**config.mk**
```make
export PLATFORM = sky130hd
export DESIGN_NAME = tlqe_div
export DESIGN_NICKNAME = d
export VERILOG_FILES = /design/src/design/tlqe_pkg.sv /design/src/design/tlqe_div.sv
export SDC_FILE = /design/constraint.sdc
export NUM_CORES = 2
export LEC_CHECK = 0
export BUFFER_PORTS_ARGS = -buffer_cell sky130_fd_sc_hd__buf_2
export CORE_ASPECT_RATIO = 1.1
export CORE_UTILIZATION = 64
export DETAILED_ROUTE_END_ITERATION = 8
export MAX_ROUTING_LAYER = met4
export PLACE_DENSITY = 0.79
export SYNTH_ARGS = -nofsm -noshare
export SYNTH_HDL_FRONTEND = slang
export SYNTH_SLANG_ARGS = --single-unit
```
**constraint.sdc**
```tcl
create_clock -name clk -period 4.55 [get_ports clk]
set_clock_uncertainty 0.15 [all_clocks]
set_input_delay 0.2275 -clock clk [delete_from_list [all_inputs] [get_ports clk]]
set_output_delay 0.2275 -clock clk [all_outputs]
set_load 0.03 [all_outputs]
```
**src/design/tlqe_pkg.sv**
```systemverilog
`timescale 1ns / 1ps
package tlqe_pkg;

  localparam int COORD_W  = 24;
  localparam int HW_W     = 20;
  localparam int DIFF_W   = COORD_W + 1;
  localparam int LEN2_W   = 2 * DIFF_W;
  localparam int RAD_W    = 64;
  localparam int ROOT_W   = RAD_W / 2;
  localparam int PROD_W   = DIFF_W + HW_W;
  localparam int NUM_W    = PROD_W + 7;
  localparam int QUO_W    = HW_W + 1;
  localparam int SQRT_LAT = ROOT_W;
  localparam int DIV_LAT  = QUO_W + 1;
  localparam int MAG_W    = 32;
  localparam int OFS_W    = MAG_W + 1;
  localparam int SUM_W    = OFS_W + 1;

  localparam logic [HW_W-1:0] HALF_WIDTH_RESET = HW_W'(1049);

  typedef logic signed [COORD_W-1:0] coord_t;

  // endpoints and offset control carried beside the arithmetic
  typedef struct packed {
    coord_t bx;
    coord_t by;
    coord_t ex;
    coord_t ey;
    logic   neg_x;
    logic   neg_y;
    logic   degen;
  } side_t;

  function automatic coord_t sat_coord(input logic signed [SUM_W-1:0] v);
    logic signed [SUM_W-1:0] hi;
    logic signed [SUM_W-1:0] lo;
    hi = SUM_W'(2 ** (COORD_W - 1) - 1);
    lo = -SUM_W'(2 ** (COORD_W - 1));
    if (v > hi) return coord_t'(hi);
    else if (v < lo) return coord_t'(lo);
    else return coord_t'(v);
  endfunction

endpackage

```
**src/design/tlqe_div.sv**
```systemverilog
`timescale 1ns / 1ps
module tlqe_div (
  input  logic                         clk,
  input  logic                         en,
  input  logic [tlqe_pkg::NUM_W-1:0]  num,
  input  logic [tlqe_pkg::ROOT_W-1:0] den,
  output logic [tlqe_pkg::QUO_W-1:0]  quo
);
  import tlqe_pkg::*;

  localparam int RND_W = NUM_W + 1;
  localparam int STEPS = QUO_W;

  logic [ROOT_W-1:0] rem_q [DIV_LAT];
  logic [ROOT_W-1:0] den_q [DIV_LAT];
  logic [QUO_W-1:0]  low_q [DIV_LAT];
  logic [RND_W-1:0]  rnd;

  // round half up, then split into starting remainder and dividend tail
  always_comb begin
    rnd = RND_W'(num) + RND_W'(den >> 1);
  end

  always_ff @(posedge clk) begin
    if (en) begin
      rem_q[0] <= rnd[RND_W-1 -: ROOT_W];
      low_q[0] <= rnd[QUO_W-1:0];
      den_q[0] <= den;
    end
  end

  // one quotient bit per stage; low_q collects quotient bits as dividend bits leave
  for (genvar k = 1; k <= STEPS; k++) begin : g_stage
    logic [ROOT_W:0] shifted;
    logic            ge;

    always_comb begin
      shifted = {rem_q[k-1], low_q[k-1][QUO_W-1]};
      ge      = (shifted >= {1'b0, den_q[k-1]});
    end

    always_ff @(posedge clk) begin
      if (en) begin
        rem_q[k] <= ge ? ROOT_W'(shifted - {1'b0, den_q[k-1]}) : ROOT_W'(shifted);
        low_q[k] <= {low_q[k-1][QUO_W-2:0], ge};
        den_q[k] <= den_q[k-1];
      end
    end
  end

  assign quo = low_q[DIV_LAT-1];

endmodule

```
==> flow_summary_export.csv <==
group,metric,value,unit
status,outcome,"finished clean",
synthesis,number_of_nets_produced_by_synthesis,9279,
synthesis,synthDominantCellAreaShare,55.6,%
route,route.detailed.wl_per_inst,21.5,microns
sta,grt_setup_unrepaired,"no",
global_route,globalRouteMet1Util,34.4,%
sta,timing_hold_violations_final,0,
place,place_area,101000,sq um
synthesis,syn-cell-area,97600,sq um
place,place_congestion,0.987,
route,drt_iter0_markers,5419,
layout,area_growth_from_synthesis_to_layout,11.6,%
floorplan,dieWidth,374,microns
global_route,grt_use_met3,3.82,%
place,dpl.hpwl,171000,microns
min_path,hold_path_depth,2,
synthesis,mean_instance_size_in_the_synthesized_netlist,11.5,sq um
layout,final_cell_area,109000,sq um
global_route,groute.layer.met2.usage,56.1,%
power,fin_total_pwr,77100,uW
sta,worst-slew-pin-transition,0.966,ns
layout,final_layout_size_suffix_gt1_share,8.51,%
min_path,worst_hold_check_path_type,"in2reg",
sta,finalCritPeriodShare,96.5,%
route,postRouteWirelength,236000,microns
layout,nNetsFinal,9649,
power,power.ir.vdd_worst,0.474,mV
synthesis,synth_warnings,0,
floorplan,floorplan.die_area,154000,sq um
route,dr.pass1.iters,7,
worst_setup_path,crit_start,"den_q[1][161]$_DFFE_PP_",
synthesis,synth-seq-cells,1806,
flow_run,maxCapViolations,0,
clocking,cts_root_buffer,"sky130_fd_sc_hd__clkbuf_16",
clocking,tritoncts,"yes",
clocking,path_clk_slew,0.07,ns
route,post_route_drc_violation_count,0,
sta,finalSetupViolCount,0,
global_route,first_global_vias,67100,
global_route,grt-busiest-layer,"met2",
floorplan,coreArea,151000,sq um
worst_setup_path,timing.rr.start,"den_q[1][161]$_DFFE_PP_",
synthesis,syn-instance-count,8469,
clocking,cts_inserted_buffers,181,
clocking,clock_insertion_delay_worst_skew,0.87,ns
route,per_cell_via_count_in_the_routed_design,6.09,
power,leak_pwr,0.0449,uW
worst_setup_path,worst-endpoint-required,4.96,ns
worst_setup_path,worstRegToRegCells,15,
synthesis,count_of_flip_flops_with_a_built_in_enable_after_synthesis,1806,
layout,layout.filler_cells,10100,
floorplan,floorplan.rows,149,
clocking,max-clock-path-buffers,3,
power,cellPowerDensity,708,nW/um^2
synthesis,part_of_the_yosys_area_used_for_sequential_elements,55.6,%
worst_setup_path,timing.setup.critical_path_class,"reg2reg",
worst_setup_path,start_kind,"flop",
sta,finalMaxSlewViolations,0,
sta,hold_slack,0.0782,ns
worst_setup_path,cp_slowest_stage_delay,0.53,ns
min_path,hp-start,"den[22]",
route,routed-via-count,66700,
synthesis,synth.area.top_cells,"sky130_fd_sc_hd__edfxtp_1 56%, sky130_fd_sc_hd__ha_1 9.0%, sky130_fd_sc_hd__o21ai_0 3.5%",
synthesis,synth_area_leader_cell,"sky130_fd_sc_hd__edfxtp_1",
place,io_buffer_count,106,
floorplan,num_io_pins,107,
worst_setup_path,critical_path_arrival,4.80,ns
sta,fin_crit,4.39,ns
floorplan,die_h,412,microns
sta,fmax,0.228,GHz
global_route,track_usage,31.5,%
worst_setup_path,critPathSlowestCell,"sky130_fd_sc_hd__or4b_1",
synthesis,asyncSetResetFlopFracSynth,0,%
global_route,global_route_overflow,0,
sta,headroom_to_the_max_slew_limit,35.0,%
global_route,grt_antenna_before_repair,5,
synthesis,synth_cell_types,89,
worst_setup_path,crit_fanout,40,
clocking,htree_levels,4,
route,ant_nets,0,
worst_setup_path,crit_path_end_kind,"flop",
clocking,numClockSinks,1806,
floorplan,start_util,64.8,%
global_route,grt_start_max_net_pins,164,
global_route,wire_length_of_the_first_global_routing_pass,368000,microns
worst_setup_path,cells_along_the_critical_path,"inv_1, ha_1, nor2b_1, o21ai_0, a2111oi_2, buf_4, nor2_1, o21ai_1, a41oi_2, or4b_1, a21oi_2, o21ai_4, buf_4, nand2_1, o21ai_0",
synthesis,ys_dominant_reg_cell,"sky130_fd_sc_hd__edfxtp_1",
worst max-delay path, delay by kind of cell (launching register included):
family	cells	cell delay (ns)
AO/OA/AOI/OAI	7	1.57
adder cells (fa/ha/maj)	1	0.44
buffers and inverters	3	0.52
flip-flops	1	0.44
AND/OR/NAND/NOR	4	0.91
cell usage in the layout, fill, tap and decap left out, types with 111 or more instances in the layout:
| cell type | Yosys | layout |
|---|---|---|
| sky130_fd_sc_hd__mux2_2 | 191 | 191 |
| sky130_fd_sc_hd__inv_1 | 877 | 877 |
| sky130_fd_sc_hd__nor2_1 | 324 | 324 |
| sky130_fd_sc_hd__o21ai_0 | 677 | 675 |
| sky130_fd_sc_hd__xor2_1 | 252 | 252 |
| sky130_fd_sc_hd__edfxtp_1 | 1806 | 1806 |
| sky130_fd_sc_hd__xnor2_1 | 334 | 334 |
| sky130_fd_sc_hd__nand4_1 | 111 | 111 |
| sky130_fd_sc_hd__nand3_1 | 142 | 142 |
| sky130_fd_sc_hd__a21oi_1 | 582 | 580 |
| sky130_fd_sc_hd__nand2_1 | 731 | 731 |
| sky130_fd_sc_hd__dlygate4sd3_1 | 0 | 139 |
| sky130_fd_sc_hd__clkbuf_16 | 0 | 182 |
| sky130_fd_sc_hd__a21o_1 | 389 | 389 |
| sky130_fd_sc_hd__ha_1 | 703 | 703 |
sequential cells by signal, indices dropped and copies added (netlist names):
name,flops
den_q,672
low_q,462
rem_q,672
logic make-up after synthesis:
kind of cell | Yosys count | synth area share, %
fa+ha+maj | 724 | 9.44
compound gates | 2262 | 14.4
mux | 215 | 2.45
flops | 1806 | 55.6
buf+inv | 1067 | 4.16
simple gates | 1809 | 8.72
xor+xnor | 586 | 5.26
metrics by stage:
step                      setup slack (ns)  utilization (%)  TNS, ns  instances
after floorplan                      0.782                -        0       8469
after global placement              -0.180             67.3    -3.09      10500
after detailed placement            -0.108             67.3    -1.78      10500
after CTS                        0.0000213             72.3        0      11000
after global routing               0.00582             72.3        0      11000
final                                0.161             72.3        0      11000
cell usage after synthesis (78+ instances only):
master / n
sky130_fd_sc_hd__nor2_1: 324
sky130_fd_sc_hd__nand3_1: 142
sky130_fd_sc_hd__xnor2_1: 334
sky130_fd_sc_hd__a31oi_1: 80
sky130_fd_sc_hd__o21a_1: 86
sky130_fd_sc_hd__nand4_1: 111
sky130_fd_sc_hd__o21bai_1: 91
sky130_fd_sc_hd__clkbuf_1: 153
sky130_fd_sc_hd__nor3_1: 80
sky130_fd_sc_hd__nand2b_1: 78
sky130_fd_sc_hd__a21o_1: 389
sky130_fd_sc_hd__inv_1: 877
sky130_fd_sc_hd__o21ai_0: 677
sky130_fd_sc_hd__ha_1: 703
sky130_fd_sc_hd__nor2b_1: 103
sky130_fd_sc_hd__mux2_2: 191
sky130_fd_sc_hd__nand2_1: 731
sky130_fd_sc_hd__xor2_1: 252
sky130_fd_sc_hd__a21oi_1: 582
sky130_fd_sc_hd__edfxtp_1: 1806
worst paths after layout:
check / to / slack [ns]
min reg2reg: low_q[9][17]$_DFFE_PP_ / 0.24
min: den_q[0][22]$_DFFE_PP_ / 0.08
max: rem_q[7][11]$_DFFE_PP_ / 0.16
max reg2reg: rem_q[7][11]$_DFFE_PP_ / 0.16
final cells by class:
class | count | area (sq um) | area share, %
repair buffers | 376 | 3300 | 3.03
clock buffers | 212 | 4670 | 4.29
diodes | 3 | 7.51 | 0.00689
multi-input cells | 5596 | 39500 | 36.3
inverters | 878 | 3300 | 3.03
clock inverters | 121 | 1430 | 1.31
flip-flops and latches | 1806 | 54200 | 49.8
well taps | 1963 | 2460 | 2.26
timing repair:
| action | 4_1_cts | 5_1_grt |
|---|---|---|
| resized for setup | 4 | 8 |
| endpoints found under the setup margin | 61 | 55 |
| pin swaps | 0 | 2 |
| hold buffers | 139 | 0 |
| endpoints found under the hold margin | 202 | 0 |
| setup buffers | 0 | 2 |
where the power goes:
group | internal [uW] | switching [uW] | total (uW)
Clock | 8720 | 6590 | 15300
Sequential | 24400 | 2650 | 27100
Combinational | 14800 | 19900 | 34700
Total | 48000 | 29100 | 77100
metal layers:
layer	part of all wire, %	vias to the layer above	routed length, microns
met4	5.6	0	13100
met5	0	-	0
met1	38	32100	88600
met2	52	2184	123000
li1	-	31700	-
met3	4.5	695	10600
Power figures use the tool's default switching activity.
