## config.mk

```make
export PLATFORM = sky130hd
export DESIGN_NAME = tlqe_sqrt
export DESIGN_NICKNAME = d
export VERILOG_FILES = /design/src/design/tlqe_pkg.sv /design/src/design/tlqe_sqrt.sv
export SDC_FILE = /design/constraint.sdc
export NUM_CORES = 2
export LEC_CHECK = 0
export BUFFER_PORTS_ARGS = -buffer_cell sky130_fd_sc_hd__buf_2
export CORE_MARGIN = 1
export CORE_UTILIZATION = 41
export DETAILED_ROUTE_END_ITERATION = 8
export HOLD_SLACK_MARGIN = 0.15
export PLACE_DENSITY = 0.56
export SLEW_MARGIN = 20
export SYNTH_ARGS = -nofsm -noshare
export SYNTH_HDL_FRONTEND = slang
export SYNTH_MEMORY_MAX_BITS = 65536
export SYNTH_SLANG_ARGS = --single-unit
```

## constraint.sdc

```tcl
create_clock -name clk -period 10.35 [get_ports clk]
set_input_delay 2.07 -clock clk [delete_from_list [all_inputs] [get_ports clk]]
set_output_delay 2.07 -clock clk [all_outputs]
set_load 0.03 [all_outputs]
```

## src/design/tlqe_pkg.sv

```systemverilog
`timescale 1ns / 1ps
package tlqe_pkg;

  localparam int COORD_W  = 24;
  localparam int HW_W     = 20;
  localparam int DIFF_W   = COORD_W + 1;
  localparam int LEN2_W   = 2 * DIFF_W;
  localparam int RAD_W    = 64;
  localparam int ROOT_W   = RAD_W / 2;
  localparam int PROD_W   = DIFF_W + HW_W;
  localparam int NUM_W    = PROD_W + 7;
  localparam int QUO_W    = HW_W + 1;
  localparam int SQRT_LAT = ROOT_W;
  localparam int DIV_LAT  = QUO_W + 1;
  localparam int MAG_W    = 32;
  localparam int OFS_W    = MAG_W + 1;
  localparam int SUM_W    = OFS_W + 1;

  localparam logic [HW_W-1:0] HALF_WIDTH_RESET = HW_W'(1049);

  typedef logic signed [COORD_W-1:0] coord_t;

  // endpoints and offset control carried beside the arithmetic
  typedef struct packed {
    coord_t bx;
    coord_t by;
    coord_t ex;
    coord_t ey;
    logic   neg_x;
    logic   neg_y;
    logic   degen;
  } side_t;

  function automatic coord_t sat_coord(input logic signed [SUM_W-1:0] v);
    logic signed [SUM_W-1:0] hi;
    logic signed [SUM_W-1:0] lo;
    hi = SUM_W'(2 ** (COORD_W - 1) - 1);
    lo = -SUM_W'(2 ** (COORD_W - 1));
    if (v > hi) return coord_t'(hi);
    else if (v < lo) return coord_t'(lo);
    else return coord_t'(v);
  endfunction

endpackage

```

## src/design/tlqe_sqrt.sv

```systemverilog
`timescale 1ns / 1ps
module tlqe_sqrt (
  input  logic                         clk,
  input  logic                         en,
  input  logic [tlqe_pkg::RAD_W-1:0]  rad,
  output logic [tlqe_pkg::ROOT_W-1:0] root
);
  import tlqe_pkg::*;

  localparam int REM_W = ROOT_W + 3;

  logic [REM_W-1:0]  rem_q  [SQRT_LAT];
  logic [ROOT_W-1:0] root_q [SQRT_LAT];
  logic [RAD_W-1:0]  rad_q  [SQRT_LAT];

  // one result bit per stage, restoring
  for (genvar k = 0; k < SQRT_LAT; k++) begin : g_stage
    logic [REM_W-1:0]  rem_in;
    logic [ROOT_W-1:0] root_in;
    logic [RAD_W-1:0]  rad_in;
    logic [REM_W-1:0]  shifted;
    logic [REM_W-1:0]  trial;
    logic              ge;

    if (k == 0) begin : g_first
      assign rem_in  = '0;
      assign root_in = '0;
      assign rad_in  = rad;
    end else begin : g_next
      assign rem_in  = rem_q[k-1];
      assign root_in = root_q[k-1];
      assign rad_in  = rad_q[k-1];
    end

    always_comb begin
      shifted = {rem_in[REM_W-3:0], rad_in[RAD_W-1 -: 2]};
      trial   = {1'b0, root_in, 2'b01};
      ge      = (shifted >= trial);
    end

    always_ff @(posedge clk) begin
      if (en) begin
        rem_q[k]  <= ge ? (shifted - trial) : shifted;
        root_q[k] <= {root_in[ROOT_W-2:0], ge};
        rad_q[k]  <= {rad_in[RAD_W-3:0], 2'b00};
      end
    end
  end

  assign root = root_q[SQRT_LAT-1];

endmodule

```

==> qor_table.md <==
| Parameter | This run |
|:---|:---|
| Count of final hold-check violations | 0 |
| Final nets | 9,873 |
| Min Clock Period, post-route | 4170 ps |
| Post-CTS clock slew at the launch and capture registers of the worst setup and hold paths | 60 ps |
| Switching fraction of total power | 0.288 |
| Vias in the first global route | 68,500 |
| LEAKAGE | 49.3 nW |
| Global Route Usage Sum | 0.166 |
| Clock insertion delay at the later pin of the skew report | 910 ps |
| Area share of the leading cell type in the synthesized netlist | 0.643 |
| Power density over the cells | 225 nW/um^2 |
| Maximum number of pins on one net before global-route repair | 169 |
| Initial drt markers | 4,829 |
| Row Count | 195 |
| Avg Synthesized Cell Area | 12.9 um^2 |
| Primary FF master, synth | sky130_fd_sc_hd__edfxtp_1 |
| Share of the cycle needed by the critical path after routing | 0.403 |
| First-pass GRT wire length | 380 mm |
| Max capacitance violation total | 0 |
| Clock share of power | 0.329 |
| Net count after synthesis | 9,624 |
| Area overhead of the layout relative to synthesis | 12.1% |
| Proportion of synthesized chip area in sequential cells | 0.643 |
| Register-to-register path setup slack | 6180 ps |
| # IOs | 98 |
| Path category of the worst min-delay check | reg -> reg |
| Cell type with the highest aggregate area in the netlist | sky130_fd_sc_hd__edfxtp_1 |
| Synthesized instance count | 8,997 |
| Port Buffers | 97 |
| Number of buffers added by the clock tree synthesis step | 282 |
| CORE AREA | 282,000 um^2 |
| H-Tree Depth | 5 |
| Sequential cell area | 74,900 um^2 |
| Clock root cell | sky130_fd_sc_hd__clkbuf_16 |
| Clock tree from TritonCTS | yes |
| Setup TNS | 0 ps |
| Die Footprint | 286,000 um^2 |
| DR vias | 69,600 |
| Total overflow reported by the global router | 0 |
| Maximum root-to-sink buffer count | 4 |
| Fraction of layout cells with a size suffix above 1 | 0.0784 |
| Endpoint class of the critical path | flop |
| Peak ir drop on the vdd network | 0.168 mV |
| Comb power frac | 0.205 |
| Data arrival time of the worst path | 4800 ps |
| Achievable frequency | 0.240 GHz |
| Vertical die dimension | 535 um |
| Worst-margin pin slew | 1180 ps |
| Largest fanout on the critical path | 13 |
| Number of sinks handled by clock tree synthesis | 2,494 |
| Netlist area before placement | 116,000 um^2 |
| Final ANT Viol Nets | 0 |
| Portion of total power attributed to sequential cells | 0.466 |
| Routed wire per std cell | 18.3 um |
| Startpoint Class | flop |
| Number of failing setup endpoints in the final timing report | 0 |
| Area taken by multi-input logic gates | 38,200 um^2 |
| Layout Skew | 57.3 ps |
| Initial cell density of the core | 0.412 |
| Library cells used by synthesis | 88 |
| Cts-stage hold buffer count | 0 |
| Final Routed Wirelength | 242 mm |
| Final count of pins violating max slew | 0 |
| Post-synth EDFFs | 2,494 |
| Resized Gates After CTS | 0 |
| Dpl hpwl | 173 mm |
| Via-per-instance ratio | 5.27 |
| Outcome | finished, final reports clean |
| Count of fill cells added during filler insertion | 25,100 |
| Design Power | 29.4 mW |
| DRC viols | 0 |
| Die Wd | 535 um |
| Fraction of synthesis flops using an asynchronous set or reset pin | 0 |
| Leading cell types by total area after synthesis | sky130_fd_sc_hd__edfxtp_1 64%, sky130_fd_sc_hd__ha_1 6.0%, sky130_fd_sc_hd__xor2_1 3.0% |
| Number of setup buffers added after CTS | 0 |
| Final Wtd Congestion | 0.882 |
| Type of the worst setup path | reg -> reg |
| Cell-internal power | 20.9 mW |
| Net switching power | 8.45 mW |
| First-pass iteration count of the detailed router | 5 |
| Count of synthesis-stage warnings from yosys | 0 |
| Number of antenna violations at the first check in global routing | 2 |
| Setup repair after global routing missed its margin | no |
| Data required time of the worst path | 10,970 ps |
| Relative slew slack | 0.215 |
| Count of state elements after synthesis | 2,494 |
-- power by group through the flow --
stage	Sequential [mW]	Clock, mW	Combinational (mW)
after floorplan	13.5	0	4.45
after global placement	13.9	0	5.95
after detailed placement	13.9	0	6.01
after CTS	13.7	9.99	6.05
after global routing	13.8	10.3	6.72
final	13.7	9.66	6.03
-- flip-flops by register name, indices dropped and copies added, names as in the netlist --
name    flops
rad_q     992
rem_q     974
root_q    528
-- cells in the final DEF (no fill, tap or decap), types with 30 or more instances in the layout --
cell type,count
sky130_fd_sc_hd__edfxtp_1,2494
sky130_fd_sc_hd__inv_1,717
sky130_fd_sc_hd__nand2_1,582
sky130_fd_sc_hd__ha_1,561
sky130_fd_sc_hd__a21oi_1,532
sky130_fd_sc_hd__nor2_1,516
sky130_fd_sc_hd__o21ai_0,496
sky130_fd_sc_hd__xor2_1,400
sky130_fd_sc_hd__xnor2_1,391
sky130_fd_sc_hd__clkbuf_16,288
sky130_fd_sc_hd__a21o_1,245
sky130_fd_sc_hd__nor3_1,224
sky130_fd_sc_hd__nand3_1,141
sky130_fd_sc_hd__nor4_1,125
sky130_fd_sc_hd__nand2b_1,107
sky130_fd_sc_hd__nand4_1,106
sky130_fd_sc_hd__or3_1,104
sky130_fd_sc_hd__o21a_1,101
sky130_fd_sc_hd__buf_2,96
sky130_fd_sc_hd__mux2_2,93
sky130_fd_sc_hd__nor2b_1,78
sky130_fd_sc_hd__or4_1,70
sky130_fd_sc_hd__and3_1,64
sky130_fd_sc_hd__o31ai_1,63
sky130_fd_sc_hd__clkinv_1,58
sky130_fd_sc_hd__a31oi_1,57
sky130_fd_sc_hd__o21bai_1,56
sky130_fd_sc_hd__clkbuf_1,53
sky130_fd_sc_hd__or2_2,49
sky130_fd_sc_hd__a211oi_1,48
sky130_fd_sc_hd__buf_4,42
sky130_fd_sc_hd__clkinv_2,38
sky130_fd_sc_hd__and2_1,32
sky130_fd_sc_hd__o211ai_1,30
-- cell type report --
class	count	area share
Clock inverter	164	0.0116
Inverter	718	0.0207
Timing Repair Buffer	149	0.00775
Clock buffer	341	0.0568
Multi-Input combinational cell	5601	0.293
Tap cell	3743	0.0359
Sequential cell	2494	0.574
Antenna cell	2	0.0000384
-- path summary, 6_finish.rpt --
path / cells after the start / endpoint / start
worst min-delay path: 0 / rad_q[19][58]$_DFFE_PP_ / rad_q[18][56]$_DFFE_PP_
worst max-delay path: 10 / rem_q[8][12]$_DFFE_PP_ / rem_q[7][10]$_DFFE_PP_
worst max register to register: 10 / rem_q[8][12]$_DFFE_PP_ / rem_q[7][10]$_DFFE_PP_
worst min register to register: 0 / rad_q[19][58]$_DFFE_PP_ / rad_q[18][56]$_DFFE_PP_
-- cell usage after synthesis, types with 14 or more instances --
cell type / instances
sky130_fd_sc_hd__xor2_1: 400
sky130_fd_sc_hd__nor4b_1: 19
sky130_fd_sc_hd__o21a_1: 102
sky130_fd_sc_hd__nand4_1: 106
sky130_fd_sc_hd__a211oi_1: 50
sky130_fd_sc_hd__nand4b_1: 15
sky130_fd_sc_hd__nor2b_1: 78
sky130_fd_sc_hd__nand2b_1: 107
sky130_fd_sc_hd__nor2_1: 516
sky130_fd_sc_hd__and3_1: 64
sky130_fd_sc_hd__and2_1: 32
sky130_fd_sc_hd__nand2_1: 582
sky130_fd_sc_hd__o21ai_0: 496
sky130_fd_sc_hd__o31ai_1: 64
sky130_fd_sc_hd__or3_1: 104
sky130_fd_sc_hd__ha_1: 561
sky130_fd_sc_hd__nor3_1: 226
sky130_fd_sc_hd__o21bai_1: 56
sky130_fd_sc_hd__edfxtp_1: 2494
sky130_fd_sc_hd__xnor2_1: 391
sky130_fd_sc_hd__clkbuf_1: 163
sky130_fd_sc_hd__a211o_1: 18
sky130_fd_sc_hd__or4_1: 70
sky130_fd_sc_hd__o211ai_1: 30
sky130_fd_sc_hd__mux2_2: 93
sky130_fd_sc_hd__inv_1: 717
sky130_fd_sc_hd__or2_2: 49
sky130_fd_sc_hd__a31oi_1: 60
sky130_fd_sc_hd__a21o_1: 245
sky130_fd_sc_hd__nand3_1: 141
sky130_fd_sc_hd__o41ai_1: 14
sky130_fd_sc_hd__a21oi_1: 536
sky130_fd_sc_hd__a21boi_0: 20
sky130_fd_sc_hd__nor4_1: 125
sky130_fd_sc_hd__nand3b_1: 20
-- per-stage QoR --
stage	instance area [um^2]	setup WS (ps)	hold WS, ps	std cells	util
final	130000	6180	395	13200	0.462
after global routing	130000	6050	410	13200	0.462
after floorplan	116000	6950	400	8997	-
after CTS	130000	6040	400	13200	0.462
after global placement	121000	5600	400	12700	0.430
after detailed placement	121000	5470	405	12700	0.430
-- critical path, cell delays in order (launching register included) --
cell,delay [ps]
sky130_fd_sc_hd__edfxtp_1,420
sky130_fd_sc_hd__or4_4,560
sky130_fd_sc_hd__or3_4,370
sky130_fd_sc_hd__or4_4,460
sky130_fd_sc_hd__or4_1,460
sky130_fd_sc_hd__and4_1,250
sky130_fd_sc_hd__and4_4,250
sky130_fd_sc_hd__inv_2,190
sky130_fd_sc_hd__o211ai_2,380
sky130_fd_sc_hd__or3_1,460
sky130_fd_sc_hd__xnor2_1,140
-- cell families after synthesis --
logic type,synth area share
AOI/OAI and AO/OA,0.0984
xor gates and xnor gates,0.0595
adders and majority gates,0.0603
buffers and inverters,0.0292
DFF,0.643
muxes,0.00986
other,0.0000322
and+or+nand+nor,0.0993
-- layer usage --
layer	track usage	up-vias	share of wire	wire, um
met4	0.0608	0	0.034	8260
li1	-	34000	-	-
met5	0	-	0	0
met2	0.287	1350	0.49	119000
met3	0.0202	458	0.039	9340
met1	0.215	33900	0.43	105000
(Power assumes the default switching activity.)
